[src/hdl/assert_macros.svh]
// Assertion helpers used by q6k_block_int8_dot.
// Each macro builds one labelled concurrent assertion on the rising clock
// edge, disabled while reset is high.
`ifndef ASSERT_MACROS_SVH
`define ASSERT_MACROS_SVH

// Same-cycle implication
`define Q6K_ASSERT_IMPL(label, ante, cons, msg) \
   label: assert property (@(posedge clock) disable iff (reset) (ante) |-> (cons)) \
      else $error(msg);

// Next-cycle implication
`define Q6K_ASSERT_NEXT(label, ante, cons, msg) \
   label: assert property (@(posedge clock) disable iff (reset) (ante) |=> (cons)) \
      else $error(msg);

`endif

[src/hdl/q6k_pkg.sv]
// ----------------------------------------------------------------------------
// q6k_pkg
// Shared types, codes and single-precision float helpers for the 6-bit
// K-quant int8 dot product block.
// ----------------------------------------------------------------------------
package q6k_pkg;

   localparam int BlockElements = 256;
   localparam int NumLanes      = 4;

   // Item operation codes
   localparam logic [1:0] OP_SCALE  = 2'd0;
   localparam logic [1:0] OP_HEADER = 2'd1;
   localparam logic [1:0] OP_DATA   = 2'd2;
   localparam logic [1:0] OP_NONE   = 2'd3;

   localparam logic [31:0] CanonNan = 32'h7fc0_0000;

   // Rounding datapath: value = m * 2^(e - 127 - RndPoint)
   localparam int RndWidth = 50;
   localparam int RndPoint = 46;

   typedef logic [RndWidth-1:0] wide_type;

   // Scale write towards one lane
   typedef struct packed {
      logic       en;
      logic [1:0] addr;
      logic [7:0] data;
   } scale_wr_type;

   // Float sequencer steps
   typedef struct packed {
      logic conv;
      logic mul1;
      logic mul2;
   } fpu_ctl_type;

   // Normalise, round to nearest even and pack a single
   function automatic logic [31:0] round_pack(input logic sign, input int e,
                                              input wide_type m);
      int          p;
      int          big_e;
      int          sh;
      wide_type    kept;
      wide_type    mask;
      logic        guard;
      logic        sticky;
      logic [40:0] bits;
      p = -1;
      for (int i = 0; i < RndWidth; i++) begin
         if (m[i]) p = i;
      end
      if (p < 0) return {sign, 31'd0};
      big_e  = e + p - RndPoint;
      sh     = p - 23;
      guard  = 1'b0;
      sticky = 1'b0;
      if (big_e < 1) begin
         sh    = sh + 1 - big_e;
         big_e = 0;
      end else begin
         big_e = big_e - 1;
      end
      if (sh <= 0) begin
         kept = m << (-sh);
      end else begin
         kept = (sh < RndWidth) ? (m >> sh) : '0;
         if (sh - 1 < RndWidth) begin
            guard  = m[sh-1];
            mask   = (wide_type'(1) << (sh - 1)) - wide_type'(1);
            sticky = |(m & mask);
         end else begin
            sticky = |m;
         end
      end
      bits = (41'(big_e) << 23) + 41'(kept[23:0]);
      if (guard && (sticky || bits[0])) bits = bits + 41'd1;
      if (bits >= 41'h0_7f80_0000) return {sign, 8'hff, 23'd0};
      return {sign, bits[30:0]};
   endfunction

   // Half to single, exact
   function automatic logic [31:0] half_to_single(input logic [15:0] h);
      logic       sign;
      logic [4:0] ex;
      logic [9:0] man;
      sign = h[15];
      ex   = h[14:10];
      man  = h[9:0];
      if (ex == 5'd0) return round_pack(sign, 149, wide_type'(man));
      if (ex == 5'd31) return {sign, 8'hff, man, 13'd0};
      return {sign, 8'(ex) + 8'd112, man, 13'd0};
   endfunction

   // Signed 32-bit integer to single
   function automatic logic [31:0] int_to_single(input logic [31:0] v);
      logic [31:0] mag;
      mag = v[31] ? (32'd0 - v) : v;
      return round_pack(v[31], 173, wide_type'(mag));
   endfunction

   function automatic logic [31:0] fp_mul(input logic [31:0] a, input logic [31:0] b);
      logic        sign;
      logic        nan_a, nan_b, inf_a, inf_b, zero_a, zero_b;
      logic [23:0] ma, mb;
      logic [47:0] prod;
      int          ea, eb;
      sign   = a[31] ^ b[31];
      nan_a  = (a[30:23] == 8'hff) && (a[22:0] != 23'd0);
      nan_b  = (b[30:23] == 8'hff) && (b[22:0] != 23'd0);
      inf_a  = (a[30:23] == 8'hff) && (a[22:0] == 23'd0);
      inf_b  = (b[30:23] == 8'hff) && (b[22:0] == 23'd0);
      zero_a = (a[30:0] == 31'd0);
      zero_b = (b[30:0] == 31'd0);
      if (nan_a || nan_b || (inf_a && zero_b) || (zero_a && inf_b)) return CanonNan;
      if (inf_a || inf_b) return {sign, 8'hff, 23'd0};
      ma   = {a[30:23] != 8'd0, a[22:0]};
      mb   = {b[30:23] != 8'd0, b[22:0]};
      ea   = (a[30:23] == 8'd0) ? 1 : int'(a[30:23]);
      eb   = (b[30:23] == 8'd0) ? 1 : int'(b[30:23]);
      prod = ma * mb;
      return round_pack(sign, ea + eb - 127, wide_type'(prod));
   endfunction

   function automatic logic [31:0] fp_add(input logic [31:0] a, input logic [31:0] b);
      logic        nan_a, nan_b, inf_a, inf_b;
      logic [31:0] big, sml;
      logic [23:0] m_big, m_sml;
      int          e_big, e_sml, d;
      wide_type    x_big, x_sml, al, mask, m;
      logic        sign;
      nan_a = (a[30:23] == 8'hff) && (a[22:0] != 23'd0);
      nan_b = (b[30:23] == 8'hff) && (b[22:0] != 23'd0);
      inf_a = (a[30:23] == 8'hff) && (a[22:0] == 23'd0);
      inf_b = (b[30:23] == 8'hff) && (b[22:0] == 23'd0);
      if (nan_a || nan_b || (inf_a && inf_b && (a[31] != b[31]))) return CanonNan;
      if (inf_a) return a;
      if (inf_b) return b;
      if (a[30:0] >= b[30:0]) begin
         big = a;
         sml = b;
      end else begin
         big = b;
         sml = a;
      end
      m_big = {big[30:23] != 8'd0, big[22:0]};
      m_sml = {sml[30:23] != 8'd0, sml[22:0]};
      e_big = (big[30:23] == 8'd0) ? 1 : int'(big[30:23]);
      e_sml = (sml[30:23] == 8'd0) ? 1 : int'(sml[30:23]);
      d     = e_big - e_sml;
      x_big = wide_type'(m_big) << 24;
      x_sml = wide_type'(m_sml) << 24;
      // align the smaller operand, folding lost bits into a sticky lsb
      if (d >= RndWidth) begin
         al = wide_type'(m_sml != 24'd0);
      end else begin
         mask = (wide_type'(1) << d) - wide_type'(1);
         al   = (x_sml >> d) | wide_type'(|(x_sml & mask));
      end
      if (a[31] == b[31]) m = x_big + al;
      else m = x_big - al;
      sign = big[31];
      if (m == '0) sign = a[31] & b[31];
      return round_pack(sign, e_big - 1, m);
   endfunction

endpackage

[src/hdl/q6k_lane.sv]
// ----------------------------------------------------------------------------
// q6k_lane
// One weight lane: keeps its four sub-block scales and forms
// scale * weight * activation over two registered multiply stages.
// ----------------------------------------------------------------------------
module q6k_lane (
   input  logic                   clock,
   input  q6k_pkg::scale_wr_type  scale_wr,
   input  logic [1:0]             rd_addr,
   input  logic [5:0]             weight,
   input  logic signed [7:0]      act,
   output logic signed [22:0]     product
);
   import q6k_pkg::*;

   logic signed [7:0]  scale_ff [4];
   logic signed [14:0] part_ff, part_in;
   logic signed [7:0]  act_ff, act_in;
   logic signed [22:0] product_ff, product_in;

   // scale registers, no reset
   always_ff @(posedge clock) begin
      if (scale_wr.en) scale_ff[scale_wr.addr] <= scale_wr.data;
   end

   // stage one: scale * weight, stage two: times activation
   always_comb begin
      part_in    = 15'(scale_ff[rd_addr]) * 15'(signed'({1'b0, weight}));
      act_in     = act;
      product_in = 23'(part_ff) * 23'(act_ff);
   end

   always_ff @(posedge clock) begin
      part_ff    <= part_in;
      act_ff     <= act_in;
      product_ff <= product_in;
   end

   assign product = product_ff;

endmodule

[config.mk]
export PLATFORM = sky130hd
export DESIGN_NAME = q6k_lane
export DESIGN_NICKNAME = d
export VERILOG_FILES = /design/src/hdl/assert_macros.svh /design/src/hdl/q6k_pkg.sv /design/src/hdl/q6k_lane.sv
export SDC_FILE = /design/constraint.sdc
export NUM_CORES = 1
export LEC_CHECK = 0
export BUFFER_PORTS_ARGS = -buffer_cell sky130_fd_sc_hd__buf_2
export CAP_MARGIN = 25
export CORE_MARGIN = 2
export CORE_UTILIZATION = 57
export DETAILED_ROUTE_END_ITERATION = 7
export PLACE_DENSITY = 0.82
export SYNTH_ARGS = -nofsm -noshare
export SYNTH_HDL_FRONTEND = slang
export SYNTH_SLANG_ARGS = --single-unit
[constraint.sdc]
create_clock -name clock -period 7.8 [get_ports clock]
set_clock_uncertainty 0.2 [all_clocks]
set_input_delay 1.95 -clock clock [delete_from_list [all_inputs] [get_ports clock]]
set_output_delay 1.95 -clock clock [all_outputs]
set_load 0.005 [all_outputs]
==> results.cfg, run 1 <==
[outcome]
status = completed

[worst_setup_path]
arrival_ns = 6.87
start_kind = input port
critPathCaptureType = flip-flop
crit_path_cell_trace = buf_2 -> mux4_2 -> and2_1 -> fa_1 -> inv_1 -> fa_1 -> inv_1 -> fa_1 -> inv_1 -> fa_1 -> inv_1 -> ha_1 -> a21oi_1 -> nor2b_1 -> or4_1 -> a31o_1 -> a21oi_1 -> xnor2_1
worstSetupPathType = in2reg
path_delay_family = adder cells
critical_path_depth = 18
r2r_cells = 17
cp_max_fo = 8
critPathSlowestCell = mux4_2
cpPeakStageDelay_ns = 0.60
critPathBufInv = 5
cp.required_ns = 7.88

[timing]
fin_ws_ns = 1.01
max_slew_margin_pct = 54.3
hold_viol = 0
setup_viol = 0
rsz0062_at_grt = no
worstMarginPinSlew_ns = 0.683
fin_tns_setup_ns = 0
final_min_period_over_clock_period_pct = 87.0
drv_slew = 0
min_period_ns = 6.79
max_freq_mhz = 147
hold_slack_ns = 0.426

[synthesis]
synth_seq_cells = 78
syn_area_mm2 = 0.00835
synth_edf_count = 32
synthDominantCellAreaShare_pct = 31.6
synth_top_cell_by_area = fa_1
ys.flop_type = dfxtp_1
async_flop_share_pct = 0
synth_compound_gate_area_share_pct = 6.14
ys_seq_area_share_pct = 22.5
synthSimpleGateAreaFrac_pct = 13.7
synth_top_family_by_area = adder cells
synth_fa_ha_area_share_pct = 42.6
synth.distinct_cells = 57
syn-num-nets = 1035
yosys-top-cells-area = fa_1 (32%), edfxtp_1 (12%), dfxtp_1 (11%), ha_1 (11%), and2_1 (9.1%)
syn_inst = 802
synthMuxAreaShare_pct = 2.16
synth_area_per_cell_um2 = 10.4
synthXorXnorAreaFrac_pct = 3.78
yosysWarnings = 0

[routing]
drt-initial-drc-count = 207
viasPerCell = 5.17
vias = 5380
finalWirelength_um = 14600
antenna_left = 0
first_pass_iters = 4
detail_route.wl_per_cell_um = 14.0
route.detailed.drc = 0

[grt]
grtUsageTotal_pct = 21.1
grt_max_degree = 16
grt_pass1_vias = 5843
antenna_found_initial = 0
grt_remaining_overflow = 0
grt_pass1_wl_um = 26700

[placed_design]
io_buffers = 50
gp_congestion = 0.823
dpl.hpwl_um = 11900
dp_cells = 1025
place_ws_ns = 0.648

[clock_tree]
cts.repair.resized = 0
htree_levels = 3
cts_root_buf = clkbuf_16
clockBufferDepth = 2
cts_hold_buf = 0
cts_tree = yes
clock_sinks = 78
cts.clk_slew.worst_paths_ns = 0.08
cts_setup_buffers = 0
cts_buffers = 9
clock_latency_ns = 0.36

[job]
cap_violations = 0

[floorplan]
num_rows = 44
floorplan.io_pins = 51
coreArea_mm2 = 0.0144
fp.dieArea_mm2 = 0.0156
chipHeight_um = 125
start_util_pct = 57.9
die_x_um = 125

[hold_path]
min_path_cells = 1
hp-class = reg2reg

[cells_and_area]
final_common_cell = inv_1
drive_gt1_share_pct = 10.2
n_antenna_cell = 0
syn2layout_area_growth_pct = 8.78
fillers = 1165
nNetsFinal = 1085
final_cell_mix = inv_1 (187), fa_1 (132), and2_1 (121), ha_1 (73), buf_2 (50)
final_cells = 1041
[stage by stage]
step,utilization (%),cell area (um2)
2_1_floorplan,-,8350
3_3_place_gp,60.9,8780
3_5_place_dp,60.9,8780
4_1_cts,63.0,9080
5_1_grt,63.0,9080
6_report,63.0,9080
[area by class of cell]
class	instances	area, um2	area share [%]
clock buffers	9	225	2.48
clock inverters	7	77.6	0.854
inverters	187	702	7.73
multi-input cells	525	5710	62.8
flip-flops and latches	78	1880	20.7
well taps	184	230	2.53
repair buffers	51	258	2.84
[per-layer routing]
layer  global-route usage [%]  part of all wire, %  vias to the layer above  wire [um]
li1                         -                    -                     2573          -
met1                     26.7                   44                     2685       6350
met2                     37.4                   52                      106       7520
met3                     3.94                  3.6                       16        532
met4                     5.29                  1.2                        0        169
met5                        0                    0                        -          0
[registers in the layout, indices dropped and copies added (netlist names)]
register / flops
act_ff: 8
scale_ff: 32
product: 23
part_ff: 15
[worst paths after layout]
path / end / from / slack (ns)
setup / recovery: part_ff[12]$_DFF_P_ / rd_addr[0] / 1.01
hold / removal: product[0]$_DFF_P_ / part_ff[0]$_DFF_P_ / 0.43
setup reg to reg: part_ff[12]$_DFF_P_ / scale_ff[3][3]$_DFFE_PP_ / 2.59
hold reg to reg: product[0]$_DFF_P_ / part_ff[0]$_DFF_P_ / 0.43
[kinds of logic after synthesis]
| group | Yosys count |
|---|---|
| AO/OA/AOI/OAI | 72 |
| AND/OR/NAND/NOR | 204 |
| flip-flops | 78 |
| XOR/XNOR | 36 |
| multiplexers | 8 |
| buffers and inverters | 199 |
| adder cells (fa/ha/maj) | 205 |
[synth_stat cells, types with 2 or more instances]
library cell  count
inv_1           187
fa_1            132
and2_1          121
ha_1             73
dfxtp_1          46
nand2_1          39
edfxtp_1         32
xnor2_1          29
nor2_1           22
a21oi_1          21
a21o_1            9
mux4_2            8
clkbuf_1          7
xor2_1            7
o21ai_0           6
o21bai_1          5
nor2b_1           4
a211oi_1          3
a31oi_1           3
nor3_1            3
o21a_1            3
o21ai_1           3
a211o_1           2
buf_1             2
nor3b_1           2
o21ai_2           2
Power of run 1 is not shown: default switching activity piles up to over one toggle a cycle in this logic, so the estimate is an artifact.
==> inputs of run 2 (changes only) <==
--- a/config.mk
+++ b/config.mk
@@ -5,6 +5,7 @@
 export SDC_FILE = /design/constraint.sdc
 export NUM_CORES = 1
 export LEC_CHECK = 0
+export ABC_AREA = 1
 export BUFFER_PORTS_ARGS = -buffer_cell sky130_fd_sc_hd__buf_2
 export CAP_MARGIN = 25
 export CORE_MARGIN = 2
==> results.cfg, run 2 <==
[timing]
final_min_period_over_clock_period_pct = 79.4
rsz0062_at_grt = no
max_slew_margin_pct = 48.2
max_freq_mhz = 162
fin_tns_setup_ns = 0
hold_slack_ns = 0.355
worstMarginPinSlew_ns = 0.771
min_period_ns = 6.19
setup_viol = 0
hold_viol = 0
drv_slew = 0

[synthesis]
yosysMostFrequentCell = inv_1
synthDominantCellAreaShare_pct = 29.2
ys.flop_type = dfxtp_1
ys_seq_area_share_pct = 20.8
synth_top_cell_by_area = fa_1
yosysWarnings = 0
synth.distinct_cells = 37
yosys-top-cells-area = fa_1 (29%), inv_1 (13%), nand2_1 (11%), edfxtp_1 (11%), dfxtp_1 (10%)
syn_inst = 1133
async_flop_share_pct = 0
syn-num-nets = 1366
synth_edf_count = 32
synth_seq_cells = 78
synth_area_per_cell_um2 = 7.99
syn_area_mm2 = 0.00905
ys_top_cells_by_count = inv_1 (313), nand2_1 (274), fa_1 (132), nor2_1 (84), ha_1 (73)

[worst_setup_path]
crit_start = rd_addr[0]
start_kind = input port
arrival_ns = 6.27
regToRegSetupSlack_ns = 2.89
worstSetupPathType = in2reg
r2r_cells = 16
cp.required_ns = 7.88
r2r_start = act_ff[2]$_DFF_P_
critPathCaptureType = flip-flop
cp_max_fo = 17
reg2reg_to = product[22]$_DFF_P_

[clock_tree]
cts.repair.resized = 0
cts_tree = yes
cts_setup_buffers = 0
cts_hold_buf = 0
cts.clk_slew.worst_paths_ns = 0.07
clockBufferDepth = 2
htree_levels = 3
clock_latency_ns = 0.35
clock_sinks = 78
cts_root_buf = clkbuf_16
cts_buffers = 9

[outcome]
status = completed

[grt]
grt_pass1_vias = 6912
grt_max_degree = 18
grtUsageTotal_pct = 22.4
grt_pass1_wl_um = 30100
grt_remaining_overflow = 0
antenna_found_initial = 0

[cells_and_area]
final_common_cell = inv_1
regMostFlops = scale_ff
final_cells = 1392
final_util_pct = 62.2
largest_reg_flops = 32
final_cell_mix = inv_1 (313), nand2_1 (274), fa_1 (132), nor2_1 (84), ha_1 (73)
syn2layout_area_growth_pct = 7.99
seq_area_mm2 = 0.00188
fillers = 1331
drive_gt1_share_pct = 8.33
n_antenna_cell = 0
multi_input_area_mm2 = 0.00585
nNetsFinal = 1404

[floorplan]
floorplan.io_pins = 51
die_x_um = 130
start_util_pct = 57.6
coreArea_mm2 = 0.0157
chipHeight_um = 130
fp.dieArea_mm2 = 0.0169
num_rows = 46

[placed_design]
dpl.hpwl_um = 14300
gp_congestion = 0.910
dp_cells = 1376
io_buffers = 50

[hold_path]
hold_path_end = product[0]$_DFF_P_
min_from = part_ff[0]$_DFF_P_
hp-class = reg2reg
min_path_cells = 2

[routing]
detail_route.wl_per_cell_um = 12.3
vias = 6822
drt-initial-drc-count = 301
route.detailed.drc = 0
antenna_left = 0
finalWirelength_um = 17100
viasPerCell = 4.90
first_pass_iters = 5

[job]
cap_violations = 0
==> run 2: changes by cell type after synthesis, sizes merged, moves of 15 or more <==
cell / before / now
and2: 121 / 1
clkbuf: 7 / 22
inv: 187 / 320
nand2: 39 / 281
nand3: 1 / 42
nor2: 22 / 86
xnor2: 29 / 8
==> run 2: routing by layer <==
metal,GRT usage (%),vias to the layer above,routed length (um)
li1,-,3387,-
met5,0,-,0
met2,40.9,171,8720
met1,26.8,3231,7270
met4,8.29,0,386
met3,3.36,33,689
==> run 2: kinds of logic (layout without fill, tap and decap cells) <==
kind of cell | count (synthesis) | after routing | share of synthesized area (%)
and+or+nand+nor | 429 | 429 | 19.6
buffers and inverters | 347 | 390 | 14.6
adders and majority gates | 205 | 205 | 39.3
DFF | 78 | 78 | 20.8
AOI/OAI and AO/OA | 48 | 48 | 3.23
xor gates and xnor gates | 26 | 26 | 2.52
==> run 2: worst max-delay path by stage <==
stage | to | slack [ns]
finish | part_ff[13]$_DFF_P_ | 1.61
global route | part_ff[13]$_DFF_P_ | 1.31
CTS | part_ff[13]$_DFF_P_ | 1.61
detailed placement | part_ff[13]$_DFF_P_ | 1.26
global placement | part_ff[13]$_DFF_P_ | 1.42
floorplan | part_ff[11]$_DFF_P_ | 1.75
==> run 2: layout make-up <==
| type | count | area share (%) |
|---|---|---|
| repair buffers | 54 | 2.87 |
| well taps | 216 | 2.76 |
| flip-flops and latches | 78 | 19.2 |
| clock buffers | 9 | 2.30 |
| multi-input cells | 708 | 59.8 |
| clock inverters | 7 | 0.665 |
| inverters | 320 | 12.3 |
==> run 2: through the flow <==
step,setup WS [ns],instance area [um2]
3_3_place_gp,1.42,9460
2_1_floorplan,1.75,9050
3_5_place_dp,1.26,9490
5_1_grt,1.31,9780
4_1_cts,1.61,9780
6_report,1.61,9780
==> run 2: critical path: stages <==
cell,delay (ns)
buf_2,0.21
inv_4,0.18
nand2_1,0.10
nand3_2,0.11
nand2_1,0.10
inv_1,0.10
nand2_1,0.14
fa_1,0.64
inv_1,0.10
fa_1,0.46
fa_1,0.51
inv_1,0.05
fa_1,0.52
inv_1,0.04
ha_1,0.35
inv_1,0.07
nor3_1,0.25
nand3_1,0.10
nand3_1,0.10
xor2_1,0.16
Power of run 2 is left out for the same reason.
